`src/rtl/assert_macros.svh`:
```
// assert_macros.svh
// Concurrent assertion helpers for the spin sweep RTL; expects clk and rst in scope.
// No other dependencies.
`ifndef ASSERT_MACROS_SVH
`define ASSERT_MACROS_SVH
`ifndef NO_ASSERTIONS
// Checked on every edge outside reset.
`define ISS_ASSERT(lbl, prop, msg) \
  lbl: assert property (@(posedge clk) disable iff (rst) (prop)) else $error(msg);
// Checked on every edge, reset included.
`define ISS_ASSERT_RST(lbl, prop, msg) \
  lbl: assert property (@(posedge clk) (prop)) else $error(msg);
`else
`define ISS_ASSERT(lbl, prop, msg)
`define ISS_ASSERT_RST(lbl, prop, msg)
`endif
`endif

```
`src/rtl/iss_pkg.sv`:
```
// iss_pkg.sv
// Shared types and constants of the Ising spin sweep block.
// No dependencies.
`default_nettype none

package iss_pkg;

  localparam int SIZE_W     = 11;
  localparam int THR_W      = 32;
  localparam int WORD_W     = 32;
  localparam int OUT_XY_W   = 10;
  localparam int CFG_ADDR_W = 5;
  localparam int CFG_DATA_W = 32;
  localparam int REG_IDX_W  = 3;

  // register indexes
  localparam logic [REG_IDX_W-1:0] REG_GRID_WIDTH  = 3'd0;
  localparam logic [REG_IDX_W-1:0] REG_GRID_HEIGHT = 3'd1;
  localparam logic [REG_IDX_W-1:0] REG_ZERO_THR    = 3'd2;
  localparam logic [REG_IDX_W-1:0] REG_BORDER_THR  = 3'd3;
  localparam logic [REG_IDX_W-1:0] REG_SPONT_THR   = 3'd4;

  // reset values
  localparam logic [SIZE_W-1:0] SIZE_RESET       = 11'd3;
  localparam logic [SIZE_W-1:0] SIZE_MIN         = 11'd3;
  localparam logic [SIZE_W-1:0] BORDER_COLS      = 11'd2;
  localparam logic [THR_W-1:0]  ZERO_THR_RESET   = 32'd2147483647;
  localparam logic [THR_W-1:0]  BORDER_THR_RESET = 32'd0;
  localparam logic [THR_W-1:0]  SPONT_THR_RESET  = 32'd0;

  // init: spin goes down when the word is below this
  localparam logic [WORD_W-1:0] INIT_LIMIT = 32'd2147483647;

  // commands
  localparam logic CMD_INIT   = 1'b0;
  localparam logic CMD_UPDATE = 1'b1;

  // neighbors agreeing with the spin: 2 -> e=0, 3 -> e=2, 4 -> e=4, below 2 -> e<0
  localparam logic [2:0] NBR_COUNT  = 3'd4;
  localparam logic [2:0] AGREE_E0   = 3'd2;
  localparam logic [2:0] AGREE_E2   = 3'd3;

  typedef struct packed {
    logic [SIZE_W-1:0] grid_width;
    logic [SIZE_W-1:0] grid_height;
    logic [THR_W-1:0]  zero_thr;
    logic [THR_W-1:0]  border_thr;
    logic [THR_W-1:0]  spont_thr;
    logic              restart;     // size register written this cycle
  } cfg_t;

endpackage

`default_nettype wire

```
`src/rtl/iss_cfg.sv`:
```
// iss_cfg.sv
// APB-style register file: grid size and the three flip thresholds.
// Depends on iss_pkg.
`default_nettype none

module iss_cfg (
  input  logic                              clk,
  input  logic                              rst,
  input  logic                              psel,
  input  logic                              penable,
  input  logic                              pwrite,
  input  logic [iss_pkg::CFG_ADDR_W-1:0]    paddr,
  input  logic [iss_pkg::CFG_DATA_W-1:0]    pwdata,
  output logic [iss_pkg::CFG_DATA_W-1:0]    prdata,
  output logic                              pready,
  output iss_pkg::cfg_t                     cfg
);

  logic [iss_pkg::REG_IDX_W-1:0] idx;
  logic                          wr;
  logic [iss_pkg::SIZE_W-1:0]    grid_width;
  logic [iss_pkg::SIZE_W-1:0]    grid_height;
  logic [iss_pkg::THR_W-1:0]     zero_thr;
  logic [iss_pkg::THR_W-1:0]     border_thr;
  logic [iss_pkg::THR_W-1:0]     spont_thr;

  assign idx    = paddr[iss_pkg::CFG_ADDR_W-1:2];
  assign wr     = psel && penable && pwrite;
  assign pready = 1'b1;

  always_ff @(posedge clk) begin
    if (rst) begin
      grid_width  <= iss_pkg::SIZE_RESET;
      grid_height <= iss_pkg::SIZE_RESET;
      zero_thr    <= iss_pkg::ZERO_THR_RESET;
      border_thr  <= iss_pkg::BORDER_THR_RESET;
      spont_thr   <= iss_pkg::SPONT_THR_RESET;
    end else if (wr) begin
      case (idx)
        iss_pkg::REG_GRID_WIDTH:  grid_width  <= pwdata[iss_pkg::SIZE_W-1:0];
        iss_pkg::REG_GRID_HEIGHT: grid_height <= pwdata[iss_pkg::SIZE_W-1:0];
        iss_pkg::REG_ZERO_THR:    zero_thr    <= pwdata[iss_pkg::THR_W-1:0];
        iss_pkg::REG_BORDER_THR:  border_thr  <= pwdata[iss_pkg::THR_W-1:0];
        iss_pkg::REG_SPONT_THR:   spont_thr   <= pwdata[iss_pkg::THR_W-1:0];
        default: ;
      endcase
    end
  end

  always_comb begin
    case (idx)
      iss_pkg::REG_GRID_WIDTH:  prdata = iss_pkg::CFG_DATA_W'(grid_width);
      iss_pkg::REG_GRID_HEIGHT: prdata = iss_pkg::CFG_DATA_W'(grid_height);
      iss_pkg::REG_ZERO_THR:    prdata = zero_thr;
      iss_pkg::REG_BORDER_THR:  prdata = border_thr;
      iss_pkg::REG_SPONT_THR:   prdata = spont_thr;
      default:                  prdata = '0;
    endcase
  end

  always_comb begin
    cfg.grid_width  = grid_width;
    cfg.grid_height = grid_height;
    cfg.zero_thr    = zero_thr;
    cfg.border_thr  = border_thr;
    cfg.spont_thr   = spont_thr;
    cfg.restart     = wr && (idx == iss_pkg::REG_GRID_WIDTH ||
                             idx == iss_pkg::REG_GRID_HEIGHT);
  end

endmodule

`default_nettype wire

```
`config.mk`:
```
export PLATFORM = sky130hd
export DESIGN_NAME = iss_cfg
export DESIGN_NICKNAME = d
export VERILOG_FILES = /design/src/rtl/assert_macros.svh /design/src/rtl/iss_pkg.sv /design/src/rtl/iss_cfg.sv
export SDC_FILE = /design/constraint.sdc
export NUM_CORES = 1
export LEC_CHECK = 0
export CAP_MARGIN = 20
export CORE_MARGIN = 2
export CORE_UTILIZATION = 35
export DETAILED_ROUTE_END_ITERATION = 6
export DONT_BUFFER_PORTS = 1
export PLACE_DENSITY = 0.57
export RECOVER_POWER = 50
export SLEW_MARGIN = 20
export SYNTH_ARGS = -nofsm -noshare
export SYNTH_HDL_FRONTEND = slang
export SYNTH_SLANG_ARGS = --single-unit
```
`constraint.sdc`:
```
create_clock -name clk -period 2.15 [get_ports clk]
set_input_delay 0.43 -clock clk [delete_from_list [all_inputs] [get_ports clk]]
set_output_delay 0.43 -clock clk [all_outputs]
set_load 0.02 [all_outputs]
```
[Yosys cells after proc, flatten, opt, wreduce, memory -nomap -nowiden]
Index checks and enable logic that the tools add are counted.
Word-level totals
  output and inout bits: 152
  logic and storage cells: 20
  bits of input ports: 42
  bits in latches: 0
  RAM bits: 0
  ROM bits: 0
  flip-flop bits (word level): 118
  memories kept: 0
Cells by class
  reduce and logical (&&, ||, !) cells: 10
  divide/modulo/power cells: 0
  equality and inequality tests: 4
  shift-type cells: 0
  $add $sub $neg: 0
  multiplexer cells: 1
  $lt $le $gt $ge: 0
  bitwise logic cells: 0
  multipliers: 0
Operators by type and width (count)
  32-bit one-hot mux with 5 select lines: 1
  2-bit AND reduction: 5
  3-bit by 2-bit == test with 1-bit output (second input constant): 2
  3-bit by 1-bit == test with 1-bit output (second input constant): 1
  3-bit == test (second input constant): 1
  1-bit logical AND: 3
  3-bit logical NOT: 1
  1-bit logical OR: 1

[Depth between registers and ports, before layout]
Gate-level depths: netlist (run 1).
  depth after elaboration: 3
  depth in mapped cells: 5
  gate-level depth less buffers: 3

[Worst setup path before layout (run 1)]
Ideal clock, no wire load.
  path type: input to output
  start: input port paddr[3] (netlist bit)
  end: output port prdata[0] (netlist bit)
  path buffers: 2
  cell stages on the path: 5
  required time: 1720 ps
  path slack: 187 ps
  arrival: 1533 ps
  cells stage by stage: buf_2 > nor2_1 > clkbuf_1 > a22oi_1 > o22ai_1
On the way
  word-level cells in the longest chain between the ends: 2
  elaborated cells between the ends (all ways): 6
  classes of those cells: eq/ne: 4; mux: 1; reduce/logical: 1
Ends and longest elaborated chain
  start: declaration: line iss_cfg.sv:12  | input logic [iss_pkg::CFG_ADDR_W-1:0] paddr,
  3-bit == test (tied with other cells): line iss_cfg.sv:51  | case (idx)
  32-bit one-hot mux with 5 select lines (*): line iss_cfg.sv:51
  end: declaration: line iss_cfg.sv:14  | output logic [iss_pkg::CFG_DATA_W-1:0] prdata,
Mark *: on every way between the ends. The rest lies on a longest branch, timed or not.

[Worst setup path after layout (run 1)]
  start: register border_thr[7] (netlist bit)
  end: output port prdata[7] (netlist bit)
On the way
  word-level cells in the longest chain between the ends: 1
Ends and longest elaborated chain
  start: declaration: line iss_cfg.sv:24  | logic [iss_pkg::THR_W-1:0] border_thr;
  start signal: assignment: line iss_cfg.sv:36  | border_thr <= iss_pkg::BORDER_THR_RESET;
  start signal: assignment: line iss_cfg.sv:43  | iss_pkg::REG_BORDER_THR: border_thr <= pwdata[iss_pkg::THR_W-1:0];
  32-bit one-hot mux with 5 select lines: line iss_cfg.sv:51
Every way passes these cells.

==> results of run 1 <==
## critical path, stage by stage (launching register included)
cell and delay (ns):
dfxtp_1 0.40, mux2_1 0.35, a22oi_1 0.15, o22ai_1 0.12, buf_4 0.17
## layer usage
metal | routed length (µm) | track usage [%] | vias to the layer above
met2 | 7400 | 30.1 | 185
met1 | 6850 | 21.2 | 2111
met5 | 0 | 0 | -
met3 | 1470 | 8.53 | 23
li1 | - | - | 2089
met4 | 276 | 6.76 | 0
## Yosys cell counts
cell type  count  share of area (%)
a22oi_1       22                2.9
and3_1         1               0.11
and4b_1        1               0.18
buf_1          1              0.066
buf_2         13                1.1
buf_4          2               0.26
buf_6         11                2.2
clkbuf_1      23                1.5
conb_1         1              0.066
dfxtp_1      118                 42
mux2_1         7                1.4
mux2_2         4               0.79
mux2i_1      130                 23
nand2_1       22                1.5
nand2b_1     108                 12
nand3_1        1              0.088
nand4_4        1               0.37
nand4b_1       1               0.15
nor2_1        69                4.6
nor2b_1       11                1.2
nor3b_1        1               0.13
nor3b_4        1               0.33
o21ai_1       39                3.4
o22ai_1       11                1.2
or2_0          1               0.11
## power groups by stage
stage	Clock (mW)	Sequential [mW]	Combinational, mW
2_1_floorplan	0	2.28	0.285
6_report	2.94	2.24	0.308
3_3_place_gp	0	2.29	0.308
4_1_cts	3.00	2.24	0.314
5_1_grt	3.12	2.24	0.334
3_5_place_dp	0	2.29	0.313
## logic make-up (layout without fill, tap and decap cells)
| kind of cell | Yosys count | count (layout) | share of synthesized area, % |
|---|---|---|---|
| other cells | 1 | 1 | 0.0660 |
| buf+inv | 50 | 82 | 5.17 |
| mux | 141 | 141 | 25.1 |
| flops | 118 | 118 | 41.6 |
| simple gates | 218 | 218 | 20.6 |
| compound gates | 72 | 72 | 7.55 |
## stage by stage
| step | hold WS, ns | total power [mW] |
|---|---|---|
| after floorplan | 0.555 | 2.57 |
| after global placement | 0.579 | 2.60 |
| after detailed placement | 0.582 | 2.60 |
| after CTS | 0.158 | 5.56 |
| after global routing | 0.167 | 5.69 |
| final | 0.176 | 5.49 |
## area by class of cell
class                   count  area, µm²  share of cell area [%]
clock inverters            14        175                    2.64
clock buffers              18        439                    6.62
well taps                 216        270                    4.07
repair buffers             50        359                    5.41
multi-input cells         432       3030                    45.7
flip-flops and latches    118       2360                    35.6
## sequential cells by signal, summed over array words and instances (netlist names)
register and flops:
grid_height 11, zero_thr 32, border_thr 32, grid_width 11, spont_thr 32
## worst min path at each step
stage	from	to	slack, ns	cells past startpoint
finish	pwdata[26]	zero_thr[26]$_SDFFE_PP1P_	0.18	2
global route	rst	zero_thr[19]$_SDFFE_PP1P_	0.17	2
CTS	pwdata[26]	zero_thr[26]$_SDFFE_PP1P_	0.16	2
detailed placement	border_thr[5]$_SDFFE_PP0P_	border_thr[5]$_SDFFE_PP0P_	0.58	2
global placement	border_thr[30]$_SDFFE_PP0P_	border_thr[30]$_SDFFE_PP0P_	0.58	2
floorplan	border_thr[0]$_SDFFE_PP0P_	border_thr[0]$_SDFFE_PP0P_	0.55	2
==> flow_summary_export.csv, run 1 <==
group,metric,value,unit
layout,area_growth,16.7,%
route,drc,0,
layout,antenna_cells,0,
floorplanning,die_y,131,µm
layout,fin_nets,661,
layout,final_common_cell,"mux2i_1",
critical_path,worstPathMaxFanout,3,
critical_path,end_kind,"primary output",
clock_tree,ctsResizeCount,0,
critical_path,rrSetupSlack,1.24,ns
grt,grt_max_degree,182,
sta,max_freq,0.491,GHz
power,p_int,4.22,mW
synth,yosysWarnings,0,
sta,slew_headroom,0.957,%
clock_tree,cts_sinks,118,
sta,finalCriticalPeriod,2.04,ns
grt,grt_pass1_vias,4442,
critical_path,cp.arrival,1.61,ns
route,routed_wirelength,16000,µm
sta,rsz0062_at_grt,"no",
clock_tree,cts_setup_buffers,0,
route,ant_nets,0,
synth,syn_avg_cell_area,9.47,µm²
place,post-place-cells,816,
grt,grt_use_total,18.5,%
layout,mostFrequentLayoutCells,"mux2i_1, dfxtp_1, nand2b_1",
critical_path,worstReg2RegStart,"grid_height[7]$_SDFFE_PP0P_",
floorplanning,io-pin-count,194,
critical_path,setup.worst_path.start_class,"flop",
sta,period_share,94.8,%
place,post-place-ws,0.365,ns
power,share_seq_of_total_power,40.8,%
floorplanning,die_w,131,µm
route,drtIter0Drc,188,
outcome,status,"complete, no violations",
layout,final-instance-count-excl-fill,848,
critical_path,crit_end,"prdata[7]",
floorplanning,initial_utilization,35.8,%
power,power.share.clock,53.6,%
layout,finalInstanceArea,0.00664,mm²
critical_path,reg2reg_depth,3,
clock_tree,cts_tree,"done",
synth,netlist_instances,600,
synth,seq_area_frac_synth,41.6,%
sta,tightest_slew,1.49,ns
clock_tree,cts-root-buf,"clkbuf_16",
layout,fillCellCount,1568,
place,place_area,0.00607,mm²
route,drt-vias-per-instance,5.20,
min_path,min_path_type,"input pin to flop",
critical_path,rr_endpoint,"grid_height[7]$_SDFFE_PP0P_",
clock_tree,hold_buffers,0,
clock_tree,h-tree-depth,4,
sta,finalHoldViolCount,0,
power,pwr-share-comb,5.6,%
route,vias,4408,
grt,overflow,0,
floorplanning,die_area,0.0173,mm²
sta,drv_slew,0,
grt,grt_pass1_wl,25000,µm
critical_path,cp.required,1.72,ns
power,swShare,23.3,%
grt,antenna_found_initial,0,
critical_path,setup.worst_path.class,"flop to primary output",
floorplanning,rows,46,
power,cellPowerDensity,828,mW/mm²
synth,ys_types,25,
layout,fin_util,41.8,%
place,io_buffers,0,
synth,syn-cell-area,0.00568,mm²
power,ir_drop,0.000515,V
critical_path,crit_start,"border_thr[7]$_SDFFE_PP0P_",
power,p_leak,2.64,nW
place,hpwlAfterDp,10700,µm
sta,fin_worst_skew,0,ns
job,maxCapViolCount,0,
clock_tree,cts-buffers-inserted,17,
floorplanning,core_area,0.0159,mm²
synth,yosys_register_bits,118,
layout,drive_gt1_share,13.0,%
sta,setup_ws,0.112,ns
clock_tree,clockBufferDepth,2,
power,switching_power,1.28,mW
clock_tree,clkTransAtPathRegs,0.06,ns
clock_tree,clock_latency,0.42,ns
route,drtPass1Iterations,4,
sta,tns,0,ns
route,wl_per_cell,18.9,µm
sta,final-setup-viol-count,0,
place,gp_congestion,0.777,
synth,syn_nets,642,
Note: power is estimated with default switching activity, not from simulation.
==> run 2: changes to the inputs <==
--- a/config.mk
+++ b/config.mk
@@ -6,11 +6,13 @@
 export NUM_CORES = 1
 export LEC_CHECK = 0
 export CAP_MARGIN = 20
+export CELL_PAD_IN_SITES_DETAIL_PLACEMENT = 0
+export CELL_PAD_IN_SITES_GLOBAL_PLACEMENT = 1
 export CORE_MARGIN = 2
 export CORE_UTILIZATION = 35
 export DETAILED_ROUTE_END_ITERATION = 6
 export DONT_BUFFER_PORTS = 1
-export PLACE_DENSITY = 0.57
+export PLACE_DENSITY = 0.7
 export RECOVER_POWER = 50
 export SLEW_MARGIN = 20
 export SYNTH_ARGS = -nofsm -noshare
==> run 2 against run 1 <==
Effect of this change: non-clock buffer count grew 1; via count shrank 1.4%; worst setup slack lost 0.00053 ns; worst hold slack gained 0.017 ns; combinational power about the same; count of clock-buffer cells in the layout up 5; sequential power is essentially flat.
==> flow_summary_export.csv, run 2 (synthesis gave the netlist of run 1 again) <==
group,metric,value,unit
critical_path,worstPathMaxFanout,30,
place,place_area,0.00610,mm²
power,cellPowerDensity,781,mW/mm²
clock_tree,clock_latency,0.40,ns
power,power.share.clock,50.6,%
power,share_seq_of_total_power,43.4,%
route,routed_wirelength,15600,µm
clock_tree,cts-buffers-inserted,17,
critical_path,worstReg2RegStart,"grid_height[3]$_SDFFE_PP0P_",
sta,slew_headroom,38.0,%
layout,drive_gt1_share,12.8,%
critical_path,crit_start,"paddr[3]",
power,p_leak,2.68,nW
power,pwr-share-comb,6.0,%
sta,period_share,94.8,%
power,swShare,22.6,%
grt,grt_pass1_wl,24700,µm
power,switching_power,1.17,mW
sta,tns,0,ns
min_path,hp-start,"pwdata[7]",
sta,tightest_slew,0.930,ns
route,drc,0,
critical_path,cp.arrival,1.61,ns
clock_tree,h-tree-depth,4,
critical_path,rrSetupSlack,1.27,ns
place,gp_congestion,0.779,
clock_tree,cts_sinks,118,
layout,area_growth,16.3,%
clock_tree,hold_buffers,0,
critical_path,end_kind,"primary output",
sta,fin_worst_skew,0,ns
grt,grt_pass1_vias,4414,
power,p_int,4.00,mW
sta,finalCriticalPeriod,2.04,ns
clock_tree,clockBufferDepth,2,
place,hpwlAfterDp,10700,µm
route,drt-vias-per-instance,5.12,
outcome,status,"complete, no violations",
sta,final-setup-viol-count,0,
floorplanning,rows,46,
critical_path,setup.worst_path.class,"input pin to primary output",
power,ir_drop,0.000512,V
min_path,min_path_type,"input pin to flop",
route,drtIter0Drc,178,
sta,finalHoldViolCount,0,
layout,fin_util,41.6,%
grt,antenna_found_initial,0,
sta,drv_slew,0,
clock_tree,cts_tree,"done",
route,ant_nets,0,
floorplanning,io-pin-count,194,
layout,finalInstanceArea,0.00661,mm²
power,p_total,5.16,mW
critical_path,cp.required,1.72,ns
min_path,worstHoldPathCells,2,
critical_path,cp_cell_sequence,"nor3b_1, buf_12, nand2_1, o21ai_1, buf_4",
critical_path,reg2reg_depth,3,
floorplanning,die_area,0.0173,mm²
grt,grt_max_degree,182,
grt,grt_use_total,18.0,%
critical_path,rr_endpoint,"grid_height[3]$_SDFFE_PP0P_",
route,drtPass1Iterations,4,
sta,rsz0062_at_grt,"no",
sta,max_freq,0.491,GHz
critical_path,setup.worst_path.start_class,"input pin",
job,maxCapViolCount,0,
route,wl_per_cell,18.4,µm
floorplanning,core_area,0.0159,mm²
route,vias,4345,
grt,overflow,0,
layout,largestRegisters,"border_thr (32), spont_thr (32), zero_thr (32)",
layout,antenna_cells,0,
floorplanning,initial_utilization,35.8,%
layout,mostFrequentLayoutCells,"mux2i_1, dfxtp_1, nand2b_1",
layout,fin_nets,662,
critical_path,max_stage_delay,0.57,ns
place,io_buffers,0,
clock_tree,clkTransAtPathRegs,0.05,ns
sta,hold_ws,0.193,ns
floorplanning,die_w,131,µm
min_path,hold_path_end,"zero_thr[7]$_SDFFE_PP1P_",
floorplanning,die_y,131,µm
layout,final_common_cell,"mux2i_1",
clock_tree,cts-root-buf,"clkbuf_16",
critical_path,critPathSlowestCell,"nor3b_1",
==> run 2: worst max-delay path by stage <==
stage	to	cells after the start
6_report	prdata[30]	5
5_1_grt	prdata[8]	4
4_1_cts	prdata[7]	4
3_5_place_dp	prdata[8]	5
3_3_place_gp	prdata[8]	5
2_1_floorplan	prdata[0]	5
==> run 2: layer usage <==
layer	up-vias	routed length, µm	share of wire [%]	GRT usage [%]
li1	2082	-	-	-
met1	2069	6470	42	20.5
met2	180	7380	47	30.0
met3	14	1570	10	8.41
met4	0	172	1.1	5.50
met5	-	0	0	0
==> run 2: area by class of cell <==
class / instances / area, µm²
fillers: 1587 / 9280
multi-input cells: 432 / 3030
flip-flops and latches: 118 / 2360
clock buffers: 23 / 468
repair buffers: 51 / 404
well taps: 216 / 270
clock inverters: 9 / 77.6
==> run 2: power by group through the flow <==
| stage | clock network, mW | logic [mW] | registers, mW |
|---|---|---|---|
| after floorplan | 0 | 0.285 | 2.28 |
| after global placement | 0 | 0.308 | 2.29 |
| after detailed placement | 0 | 0.315 | 2.29 |
| after CTS | 2.67 | 0.317 | 2.24 |
| after global routing | 2.78 | 0.333 | 2.24 |
| final | 2.61 | 0.308 | 2.24 |
==> run 2: what timing repair did <==
action	in CTS	in global routing
setup endpoints to repair	0	1
setup buffers	0	0
gates resized for setup	0	1
==> run 2: metrics by stage <==
stage          instances  worst slack, ns
6_report             849            0.112
5_1_grt              849           0.0394
4_1_cts              849           0.0219
3_5_place_dp         817            0.302
3_3_place_gp         817            0.337
2_1_floorplan        600            0.187
==> run 2: critical path, delay by kind of cell <==
family	cells	cell delay (ns)
AND/OR/NAND/NOR	2	0.65
buffers and inverters	2	0.42
AO/OA/AOI/OAI	1	0.10
==> run 3: changes to the inputs <==
--- a/config.mk
+++ b/config.mk
@@ -8,6 +8,7 @@
 export CAP_MARGIN = 20
 export CELL_PAD_IN_SITES_DETAIL_PLACEMENT = 0
 export CELL_PAD_IN_SITES_GLOBAL_PLACEMENT = 1
+export CORE_ASPECT_RATIO = 0.6
 export CORE_MARGIN = 2
 export CORE_UTILIZATION = 35
 export DETAILED_ROUTE_END_ITERATION = 6
==> run 3 against run 2 <==
Effect of this change: cell area fell by 0.34%; utilization fell by 0.65 points; die area rose by 0.19%; sequential power about the same; largest cell class unchanged; clock skew unchanged; total power up 5.4%; count of clock-buffer cells in the layout fell by 2; worst setup slack got worse by 0.014 ns; cell count is 1.6% lower.
==> flow_summary_export.csv, run 3 (synthesis gave the netlist of run 1 again) <==
group,metric,value,unit
clock_tree,ctsResizeCount,0,
critical_path,end_kind,"primary output",
layout,fin_nets,658,
layout,mostFrequentLayoutCells,"mux2i_1, dfxtp_1, nand2b_1",
clock_tree,clkTransAtPathRegs,0.05,ns
grt,grt_use_total,18.1,%
critical_path,worstPathMaxFanout,30,
critical_path,worstReg2RegStart,"grid_height[8]$_SDFFE_PP0P_",
grt,grt_max_degree,182,
route,routed_wirelength,15900,µm
sta,max_freq,0.487,GHz
critical_path,setup.worst_path.class,"input pin to primary output",
clock_tree,cts_tree,"done",
critical_path,max_stage_delay,0.56,ns
critical_path,rrSetupSlack,1.24,ns
sta,period_share,95.4,%
clock_tree,hold_buffers,0,
floorplanning,die_y,103,µm
critical_path,reg2reg_depth,3,
layout,final_common_cell,"mux2i_1",
critical_path,rr_endpoint,"grid_height[8]$_SDFFE_PP0P_",
sta,finalCriticalPeriod,2.05,ns
place,gp_congestion,0.803,
min_path,min_path_type,"input pin to flop",
floorplanning,core_area,0.0161,mm²
critical_path,setup.worst_path.start_class,"input pin",
route,drtPass1Iterations,5,
power,cellPowerDensity,826,mW/mm²
clock_tree,cts_sinks,118,
critical_path,crit_buf_inv,2,
sta,tightest_slew,1.06,ns
route,vias,4408,
critical_path,cp.required,1.72,ns
layout,drive_gt1_share,12.5,%
layout,area_growth,15.9,%
job,maxCapViolCount,0,
critical_path,critPathSlowestCell,"nor3b_1",
floorplanning,die_w,169,µm
layout,antenna_cells,0,
power,ir_drop,0.000484,V
route,drc,0,
route,drtIter0Drc,319,
sta,tns,0,ns
place,hpwlAfterDp,10900,µm
critical_path,cp_cell_sequence,"nor3b_1, buf_12, nand2_1, o21ai_1, buf_4",
floorplanning,rows,36,
floorplanning,initial_utilization,35.3,%
route,wl_per_cell,19.0,µm
critical_path,cp.arrival,1.62,ns
grt,overflow,0,
route,drt-vias-per-instance,5.28,
clock_tree,cts_setup_buffers,0,
floorplanning,io-pin-count,194,
grt,antenna_found_initial,0,
grt,grt_pass1_vias,4245,
critical_path,crit_start,"paddr[3]",
floorplanning,die_area,0.0173,mm²
sta,final-setup-viol-count,0,
place,io_buffers,0,
sta,finalHoldViolCount,0,
power,p_leak,2.64,nW
clock_tree,h-tree-depth,4,
critical_path,cp_top_family,"simple AND/OR/NAND/NOR gates",
grt,grt_pass1_wl,24100,µm
clock_tree,clock_latency,0.41,ns
critical_path,crit_end,"prdata[22]",
route,ant_nets,0,
clock_tree,clockBufferDepth,2,
clock_tree,cts-root-buf,"clkbuf_16",
layout,fin_util,41.0,%
outcome,status,"complete, no violations",
clock_tree,cts-buffers-inserted,17,
critical_path,crit_cells,5,
sta,fin_worst_skew,0,ns
layout,largestRegisters,"border_thr (32), spont_thr (32), zero_thr (32)",
sta,slew_headroom,29.2,%
sta,rsz0062_at_grt,"no",
sta,drv_slew,0,
[run 3: cell count changes in the layout (fill, tap and decap cells not counted), sizes merged]
cell / before / now
bufinv: 1 / 3
clkinvlp: 3 / 2
dlymetal6s2s: 2 / 0
buf: 45 / 39
clkinv: 5 / 3
clkbuf: 27 / 29
[run 3: area by class of cell]
type,count,area (µm²)
clock inverters,8,124
fillers,1585,9490
multi-input cells,432,3020
flip-flops and latches,118,2360
well taps,209,262
repair buffers,47,340
clock buffers,21,480
[run 3: how the worst min path moves through the flow]
stage                                      startpoint                          end  slack (ns)  cells after the start
final                                      pwdata[18]    zero_thr[18]$_SDFFE_PP1P_        0.19                      2
after global routing                       pwdata[17]    zero_thr[17]$_SDFFE_PP1P_        0.17                      2
after CTS                                  pwdata[18]    zero_thr[18]$_SDFFE_PP1P_        0.17                      2
after detailed placement  border_thr[23]$_SDFFE_PP0P_  border_thr[23]$_SDFFE_PP0P_        0.58                      2
after global placement     border_thr[9]$_SDFFE_PP0P_   border_thr[9]$_SDFFE_PP0P_        0.57                      2
after floorplan            border_thr[0]$_SDFFE_PP0P_   border_thr[0]$_SDFFE_PP0P_        0.55                      2
[run 3: worst reg2reg max path, cell delays in order (launching register included)]
cell and delay, ns:
dfxtp_1 0.48, nor2b_1 0.19, o21ai_1 0.08, o21ai_0 0.10
[run 3: per-layer routing]
layer  wire, µm  global-route usage (%)  vias up
met5          0                       0        -
met4        158                    5.84        0
met3       1450                    6.83       11
met2       6770                    27.0      168
met1       7480                    24.3     2157
li1           -                       -     2072
[run 3: stage by stage]
stage / setup slack, ns / power (mW) / hold slack, ns / cell area, µm² / cells
6_report: 0.0979 / 5.44 / 0.189 / 6590 / 835
3_5_place_dp: 0.356 / 2.60 / 0.584 / 6020 / 806
4_1_cts: 0.0800 / 5.52 / 0.168 / 6630 / 835
5_1_grt: 0.0163 / 5.64 / 0.167 / 6590 / 835
3_3_place_gp: 0.387 / 2.59 / 0.573 / 6020 / 806
2_1_floorplan: 0.187 / 2.57 / 0.555 / 5680 / 600
[run 3: report_power, final]
| part | leakage, nW | total, mW | switching [mW] | internal (mW) |
|---|---|---|---|---|
| logic | 1.40 | 0.306 | 0.156 | 0.150 |
| registers | 0.953 | 2.24 | 0.0370 | 2.21 |
| clock network | 0.293 | 2.89 | 0.972 | 1.92 |
| total | 2.64 | 5.44 | 1.16 | 4.28 |
